### src/pls_pkg.sv
// Shared types, constants and codes for the positional list store.
package pls_pkg;

	localparam int DEPTH      = 16;
	localparam int DATA_WIDTH = 32;
	localparam int CNT_W      = $clog2(DEPTH + 1);
	localparam int IDX_W      = (DEPTH > 1) ? $clog2(DEPTH) : 1;
	localparam int CMP_W      = ((CNT_W > 8) ? CNT_W : 8) + 1;

	localparam logic [2:0] REQ_INS_FIRST = 3'd0;
	localparam logic [2:0] REQ_INS_LAST  = 3'd1;
	localparam logic [2:0] REQ_INS_POS   = 3'd2;
	localparam logic [2:0] REQ_DEL_FIRST = 3'd3;
	localparam logic [2:0] REQ_DEL_LAST  = 3'd4;
	localparam logic [2:0] REQ_READ_POS  = 3'd5;

	localparam logic [1:0] ST_OK     = 2'd0;
	localparam logic [1:0] ST_BADPOS = 2'd1;
	localparam logic [1:0] ST_FULL   = 2'd2;
	localparam logic [1:0] ST_EMPTY  = 2'd3;

	typedef struct packed {
		logic        [2:0]  req_type;
		logic signed [31:0] value;
		logic        [7:0]  position;
	} pls_req_t;

	typedef struct packed {
		logic        [1:0]  status;
		logic        [4:0]  count;
		logic signed [31:0] read_value;
	} pls_rsp_t;

	typedef enum logic {
		S_IDLE,
		S_EXEC
	} pls_state_t;

	typedef struct packed {
		logic load;
		logic exec;
	} pls_cmd_t;

endpackage

### src/pls_ctrl.sv
// Controller: sequences capture and execution of one item and raises the result strobe.
module pls_ctrl (
	input  logic              clk,
	input  logic              arst_n,
	input  logic              start,
	output logic              busy,
	output logic              done,
	output pls_pkg::pls_cmd_t cmd
);
	import pls_pkg::*;

	pls_state_t state_q, state_d;
	logic       done_q;

	always_ff @(posedge clk or negedge arst_n) begin
		if (!arst_n) begin
			state_q <= S_IDLE;
			done_q  <= 1'b0;
		end else begin
			state_q <= state_d;
			done_q  <= cmd.exec;
		end
	end

	always_comb begin
		state_d = state_q;
		unique case (state_q)
			S_IDLE: begin
				if (start) state_d = S_EXEC;
			end
			S_EXEC: state_d = S_IDLE;
			default: state_d = S_IDLE;
		endcase
	end

	always_comb begin
		busy     = 1'b0;
		cmd.load = 1'b0;
		cmd.exec = 1'b0;
		unique case (state_q)
			S_IDLE: cmd.load = start;
			S_EXEC: begin
				busy     = 1'b1;
				cmd.exec = 1'b1;
			end
			default: busy = 1'b1;
		endcase
	end

	assign done = done_q;

endmodule

### src/pls_dp.sv
// Datapath: shifting cell chain, occupancy counter, request checks and result register.
module pls_dp (
	input  logic              clk,
	input  logic              arst_n,
	input  pls_pkg::pls_cmd_t cmd,
	input  pls_pkg::pls_req_t req,
	output pls_pkg::pls_rsp_t rsp
);
	import pls_pkg::*;

	pls_req_t                      req_q;
	logic     [DATA_WIDTH-1:0]     cells_q [DEPTH];
	logic     [CNT_W-1:0]          occ_q;
	pls_rsp_t                      rsp_q;

	logic                          full, empty;
	logic     [CMP_W-1:0]          pos_w, occ_w;
	logic                          ins, del_first, del_last, rd_ok;
	logic     [CNT_W-1:0]          slot, occ_d;
	logic     [1:0]                status;
	logic signed [63:0]            val_ext, rd_ext;
	logic     [DATA_WIDTH-1:0]     word;
	logic signed [DATA_WIDTH-1:0]  rd_word;
	logic     [IDX_W-1:0]          rd_idx;

	always_comb begin
		full      = (occ_q == CNT_W'(DEPTH));
		empty     = (occ_q == '0);
		pos_w     = CMP_W'(req_q.position);
		occ_w     = CMP_W'(occ_q);
		ins       = 1'b0;
		del_first = 1'b0;
		del_last  = 1'b0;
		rd_ok     = 1'b0;
		slot      = '0;
		status    = ST_OK;
		case (req_q.req_type)
			REQ_INS_FIRST: begin
				if (full) status = ST_FULL;
				else ins = 1'b1;
			end
			REQ_INS_LAST: begin
				slot = occ_q;
				if (full) status = ST_FULL;
				else ins = 1'b1;
			end
			REQ_INS_POS: begin
				slot = CNT_W'(pos_w - CMP_W'(1));
				if (pos_w == '0 || pos_w > occ_w + CMP_W'(1)) status = ST_BADPOS;
				else if (full) status = ST_FULL;
				else ins = 1'b1;
			end
			REQ_DEL_FIRST: begin
				if (empty) status = ST_EMPTY;
				else del_first = 1'b1;
			end
			REQ_DEL_LAST: begin
				if (empty) status = ST_EMPTY;
				else del_last = 1'b1;
			end
			REQ_READ_POS: begin
				if (empty) status = ST_EMPTY;
				else if (pos_w == '0 || pos_w > occ_w) status = ST_BADPOS;
				else rd_ok = 1'b1;
			end
			default: status = ST_OK;
		endcase

		occ_d = occ_q;
		if (ins) occ_d = occ_q + CNT_W'(1);
		else if (del_first || del_last) occ_d = occ_q - CNT_W'(1);

		val_ext = 64'(req_q.value);
		word    = val_ext[DATA_WIDTH-1:0];
		rd_idx  = IDX_W'(pos_w - CMP_W'(1));
		rd_word = cells_q[rd_idx];
		rd_ext  = rd_ok ? 64'(rd_word) : 64'sd0;
	end

	always_ff @(posedge clk) begin
		if (cmd.load) req_q <= req;
		if (cmd.exec) begin
			rsp_q.status     <= status;
			rsp_q.count      <= 5'(occ_d);
			rsp_q.read_value <= rd_ext[31:0];
		end
	end

	for (genvar i = 0; i < DEPTH; i++) begin : g_cell
		always_ff @(posedge clk) begin
			if (cmd.exec) begin
				if (ins) begin
					if (CNT_W'(i) == slot) cells_q[i] <= word;
					else if (CNT_W'(i) > slot) cells_q[i] <= cells_q[(i > 0) ? i - 1 : 0];
				end else if (del_first && i < DEPTH - 1) begin
					cells_q[i] <= cells_q[(i < DEPTH - 1) ? i + 1 : i];
				end
			end
		end
	end

	always_ff @(posedge clk or negedge arst_n) begin
		if (!arst_n) occ_q <= '0;
		else if (cmd.exec) occ_q <= occ_d;
	end

	assign rsp = rsp_q;

endmodule

### src/positional_list_store.sv
// Top level of the positional list store: controller and datapath.
//
// channel   ports              handshake
// request   req (pls_req_t)    taken at clk rise when start && !busy
// result    rsp (pls_rsp_t)    valid for one cycle while done is high
//
// Each item is captured, then executed: in execute the affected cells of the
// chain all shift at once; done rises in the cycle after execute.
// A new item may be taken in the same cycle its predecessor's result shows.
// arst_n clears the count and the controller; cell contents are undefined.
// Results cannot be stalled; busy holds off requests during execute.
module positional_list_store (
	input  logic              clk,
	input  logic              arst_n,
	input  logic              start,
	output logic              busy,
	input  pls_pkg::pls_req_t req,
	output logic              done,
	output pls_pkg::pls_rsp_t rsp
);
	import pls_pkg::*;

	pls_cmd_t cmd;

	pls_ctrl u_ctrl (
		.clk    (clk),
		.arst_n (arst_n),
		.start  (start),
		.busy   (busy),
		.done   (done),
		.cmd    (cmd)
	);

	pls_dp u_dp (
		.clk    (clk),
		.arst_n (arst_n),
		.cmd    (cmd),
		.req    (req),
		.rsp    (rsp)
	);

endmodule

### config.mk
export PLATFORM = sky130hd
export DESIGN_NAME = positional_list_store
export DESIGN_NICKNAME = d
export VERILOG_FILES = /design/src/pls_pkg.sv /design/src/pls_ctrl.sv /design/src/pls_dp.sv /design/src/positional_list_store.sv
export SDC_FILE = /design/constraint.sdc
export NUM_CORES = 2
export LEC_CHECK = 0
export BUFFER_PORTS_ARGS = -buffer_cell sky130_fd_sc_hd__buf_2
export CAP_MARGIN = 15
export CORE_AREA = 2 2 276 278
export DETAILED_ROUTE_END_ITERATION = 12
export DIE_AREA = 0 0 278 280
export RECOVER_POWER = 100
export SLEW_MARGIN = 20
export SYNTH_ARGS = -nofsm -noshare
export SYNTH_HDL_FRONTEND = slang
export SYNTH_SLANG_ARGS = --single-unit
### constraint.sdc
create_clock -name clk -period 7.5 [get_ports clk]
set_clock_uncertainty 0.15 [all_clocks]
set_input_delay 1.5 -clock clk [delete_from_list [all_inputs] [get_ports clk]]
set_output_delay 1.5 -clock clk [all_outputs]
set_load 0.01 [all_outputs]
# --- Yosys cells after proc, flatten, opt, wreduce, memory -nomap -nowiden ---
# Memories as Yosys holds them, arrays and structs flattened. A register that Yosys moved wholly into a read port is not among the register bits.
# Cells that the tools add are included.
# W data, S select, Z words.
word_totals:
  register_bits: 57
  latchBits: 0
  ram_bits: 512
  mem_bits_ro: 0
  inputBits: 46
  wordCells: 295
  mem_count: 1
memory_table:
  columns: ["name", "depth", "width", "rd", "rd_clocked_by_memory_dff", "wr", "line_no", "source"]
  rows:
  - ["u_dp.cells_q", 16, 32, 17, 1, 16, "pls_dp.sv:12", "logic [DATA_WIDTH-1:0] cells_q [DEPTH];"]
classes:
  add_sub_neg: 4
  multipliers: 0
  div_mod_pow: 0
  order_cmp: 18
  n_eq_ne: 21
  n_shift: 0
  muxes: 201
  bitwise: 32
  reduce_logical: 10
ops:
  columns: ["op", "count"]
  rows:
  - ["$mux W32", 31]
  - ["$mux W1", 160]
  - ["$eq A4 B5 Y1 const A", 8]
  - ["$gt A4 B5 Y1 const A", 8]
  - ["$or A1 B1 Y1", 31]
  - ["$eq A3 B5 Y1 const A", 4]
  - ["$gt A3 B5 Y1 const A", 4]
  - ["$eq A2 B5 Y1 const A", 2]
  - ["$gt A1 B5 Y1 const A", 2]
  - ["$gt A2 B5 Y1 const A", 2]
  - ["$logic_not A5 Y1", 2]
  - ["$mux W5", 2]
  - ["$pmux W5 S2", 1]
  - ["$sub A5 B1 Y5 const B", 2]
  - ["$gt A8 B5 Y1", 1]
  - ["$gt A8 B6 Y1", 1]
  - ["$logic_not A8 Y1", 1]
  - ["$mux W2", 4]
  - ["$pmux W2 S4", 1]
  - ["$add A5 B1 Y6 const B", 1]
  - ["$eq A3 B2 Y1 const B", 2]
  - ["$eq A3 B3 Y1 const B", 2]
  - ["$add A5 B1 Y5 const B", 1]
  - ["$eq A1 B5 Y1 const A", 1]
  - ["8 further kinds", 12]

# --- Longest topological paths before layout ---
depth:
  depth_word: 10
  mapped_depth: 15
  depth_no_buf: 10

# --- By module ---
# A second synthesis with hierarchy kept.
unflattened:
  hier_cells: 2415
  hier_area_um2: 33199.3
modules_own_cells:
  columns: ["mod", "n_inst", "cells_per_inst", "area_each_um2"]
  rows:
  - ["pls_dp", 1, 2410, 33120.5]
  - ["pls_ctrl", 1, 5, 78.8]

# --- Worst setup path after synthesis ---
# No wires, ideal clock.
synth_path:
  kind: "flip-flop to flip-flop"
  from: "register u_dp.req_q (netlist bit u_dp.pos_w[0])"
  to: "memory u_dp.cells_q[13][0], enable pin"
  setup_ns: 0.470
  arrival_time_ns: 5.068
  t_required_ns: 6.880
  setup_slack_ns: 1.812
  stages_incl_launch_ff: 14
  n_path_buf: 6
  period_less_slack_ns: 5.688
  cell_sequence: "edfxtp_1 -> buf_2 -> buf_4 -> buf_2 -> buf_2 -> inv_1 -> ha_1 -> nand4_1 -> o22ai_1 -> a21o_1 -> nand3_1 -> buf_2 -> clkbuf_1 -> o31ai_1"
synth_rtl:
  columns: ["element", "line_no", "source"]
  rows:
  - ["start, declared", "pls_dp.sv:11", "pls_req_t req_q;"]
  - ["start signal, assigned", "pls_dp.sv:81", "if (cmd.load) req_q <= req;"]
  - ["end, declared", "pls_dp.sv:12", null]

==> impl_metrics.toml <==
[floorplanning]
chipWidth_um = 278
coreArea_um2 = 75190
row_count = 101
die-area_um2 = 77840
num_io_pins = 87
initial_utilization_pct = 44.46
die_h_um = 280

[flow_run]
cap_viol_max_count = 17

[timing]
fin_crit_sh_pct = 83.54
max_freq_mhz = 159.6
max_slew_margin_pct = -160.4
min_period_ns = 6.265
tightest_slew_ns = 3.906
setup_viol = 0
hold_viol = 0
setup-tns-final_ns = 0
drv_slew = 491
rsz0062_at_grt = "false"

[routing]
dr.pass1.iters = 8
via_count = 26400
drtIter0Drc = 3911
drcViolationCount = 0
avgViaCountPerCell = 7.334
drt-total-wl_mm = 118.6
antenna_left = 0
wl_per_cell_um = 32.95

[clocking]
cts_tree = "done"
clock-root-buffer = "clkbuf_16"
post_cts_buffers = 0
cts_buffer_depth = 3
htree_levels = 3
cts_buffers = 71
cts.clk_slew.worst_paths_ns = 0.06
worst_skew_pair.late_latency_ns = 0.63
cts_resized = 0
postCtsHoldBufs = 0
cts_sinks = 601

[yosys]
syn-mean-instance-area_um2 = 12.55
netlist.area_leader.share_pct = 53.36
ys_warn_count = 0
synthesis.nets = 2725
ys_seq_elements = 601
synthTopCellsByArea = "edfxtp_1, mux4_2, a221o_1"
async_flop_share_pct = 1.165
synthFlopType = "edfxtp_1"
synthCells = 2664
synth-edff-count = 594
yosysSeqAreaShare_pct = 53.88
ys_types = 73
synth_top_area_cell = "edfxtp_1"
syn_area_um2 = 33430

[global_route]
grt_usage_pct = 30.00
grt_pass1_vias = 26230
grt_antenna_before_repair = 0
overflow = 0
grt_max_degree = 191
grt_pass1_wl_mm = 175.4

[setup_path]
crit_required_ns = 7.67
crit_path_start_kind = "flip-flop"
reg2reg_depth = 6
worstSetupPathType = "flip-flop to flip-flop"
critPathMaxFanout = 46
arrival_ns = 6.43
critPathCaptureType = "flip-flop"

[worst_hold_path]
holdCritPathClass = "flip-flop to flip-flop"
min_path_cells = 1

[place]
portBuffers = 86
globalplace.congestion = 0.8602
hpwl_mm = 67.11

[final_layout]
mostFrequentLayoutCell = "edfxtp_1"
layout_common_cells = "edfxtp_1, a221o_1, nand4_1, nand2_1, o211ai_1"
nNetsFinal = 2628
drive_gt1_share_pct = 14.07
n_antenna_cell = 0
areaGrowthSynthToFinish_pct = 9.331

[power_and_ir_drop]
p_per_area_nw_per_um2 = 249.3
p_leak_uw = 0.01217
max-vdd-ir-drop_mv = 0.1520
design_power_total_uw = 9110

[outcome]
violations = "max-capacitance violations, max-slew violations"
status = "complete, but fails checks"
[logic make-up (layout without fill, tap and decap cells)]
| family | Yosys count | count (layout) | share of synthesized area (%) |
|---|---|---|---|
| multiplexers | 193 | 193 | 10.70 |
| XOR/XNOR | 9 | 9 | 0.2583 |
| AO/OA/AOI/OAI | 650 | 650 | 16.41 |
| buffers and inverters | 436 | 394 | 5.592 |
| adder cells (fa/ha/maj) | 15 | 15 | 0.5614 |
| AND/OR/NAND/NOR | 760 | 760 | 12.60 |
| flip-flops | 601 | 601 | 53.88 |
[synthesized netlist by cell type (3+ instances only)]
cell / count
a211o_1: 4
a211oi_1: 65
a21oi_1: 14
a21oi_2: 4
a221o_1: 256
a22oi_1: 32
and2_1: 32
and3_1: 163
buf_1: 37
buf_2: 111
buf_4: 5
buf_6: 10
clkbuf_1: 162
dfrtp_1: 7
edfxtp_1: 594
ha_1: 15
inv_1: 108
mux2_1: 29
mux2_2: 3
mux2i_1: 32
mux4_2: 128
nand2_1: 183
nand2b_1: 5
nand3_1: 8
nand4_1: 196
nor2_1: 14
nor2b_1: 36
nor3_1: 69
nor3b_1: 4
nor4_1: 32
o211ai_1: 162
o21ai_0: 48
o21ai_2: 3
o221ai_1: 33
o22ai_1: 3
o31ai_1: 3
xnor2_1: 8
[report_power, final]
group | switching [uW] | internal (uW) | leakage (uW)
combinational | 956 | 514 | 0.00549
sequential | 152 | 3970 | 0.00556
clock | 1460 | 2060 | 0.00112
[final cells by class]
cell class	instances	area (um2)
fillers	6517	38640
flip-flops and latches	601	18010
multi-input cells	1627	13690
clock buffers	90	1932
well taps	978	1224
repair buffers	155	907.1
inverters	111	416.7
clock inverters	38	369.1
[critical path, stage by stage, from the launching register on]
cell and delay [ns]:
edfxtp_1 0.47, inv_1 0.10, ha_1 2.06, o32ai_1 0.39
nand2_1 1.42, and3_2 1.09, o221ai_1 0.26
[flip-flops by register name, indices dropped and copies added, names as in the netlist]
name	count
u_ctrl.done	1
u_ctrl.state_q	1
u_dp.cells_q	512
u_dp.occ_q	5
u_dp.pos_w	8
u_dp.req_q	3
u_dp.rsp	39
u_dp.word	32
[routing by layer]
layer,track usage [%],part of all wire [%]
met1,40.50,39
met4,12.96,4.1
met2,48.01,47
met3,5.030,9.9
met5,0,0
[through the flow]
step	utilization, %	std cells	setup slack (ns)	cell area, um2	hold slack [ns]
after CTS	48.97	3599	2.471	36820	0.4454
final	48.61	3600	1.235	36550	0.4423
after detailed placement	45.91	3471	2.506	34520	0.4314
after global routing	48.61	3600	1.105	36550	0.4603
after global placement	45.90	3471	2.427	34510	0.4143
after floorplan	-	2664	1.812	33430	0.3987
[path summary, 6_finish.rpt]
check                           slack [ns]     startpoint                    to
worst max-delay path                  1.23  u_dp.pos_w[1]   u_dp.cells_q[7][31]
worst min-delay path                  0.44  u_dp.word[11]  u_dp.cells_q[15][11]
worst max register to register        1.23  u_dp.pos_w[1]   u_dp.cells_q[7][31]
worst min register to register        0.44  u_dp.word[11]  u_dp.cells_q[15][11]
max in group asynchronous             6.03         arst_n        u_ctrl.state_q
min in group asynchronous             0.73         arst_n        u_ctrl.state_q
No activity file was read; power rests on OpenSTA's default activity.
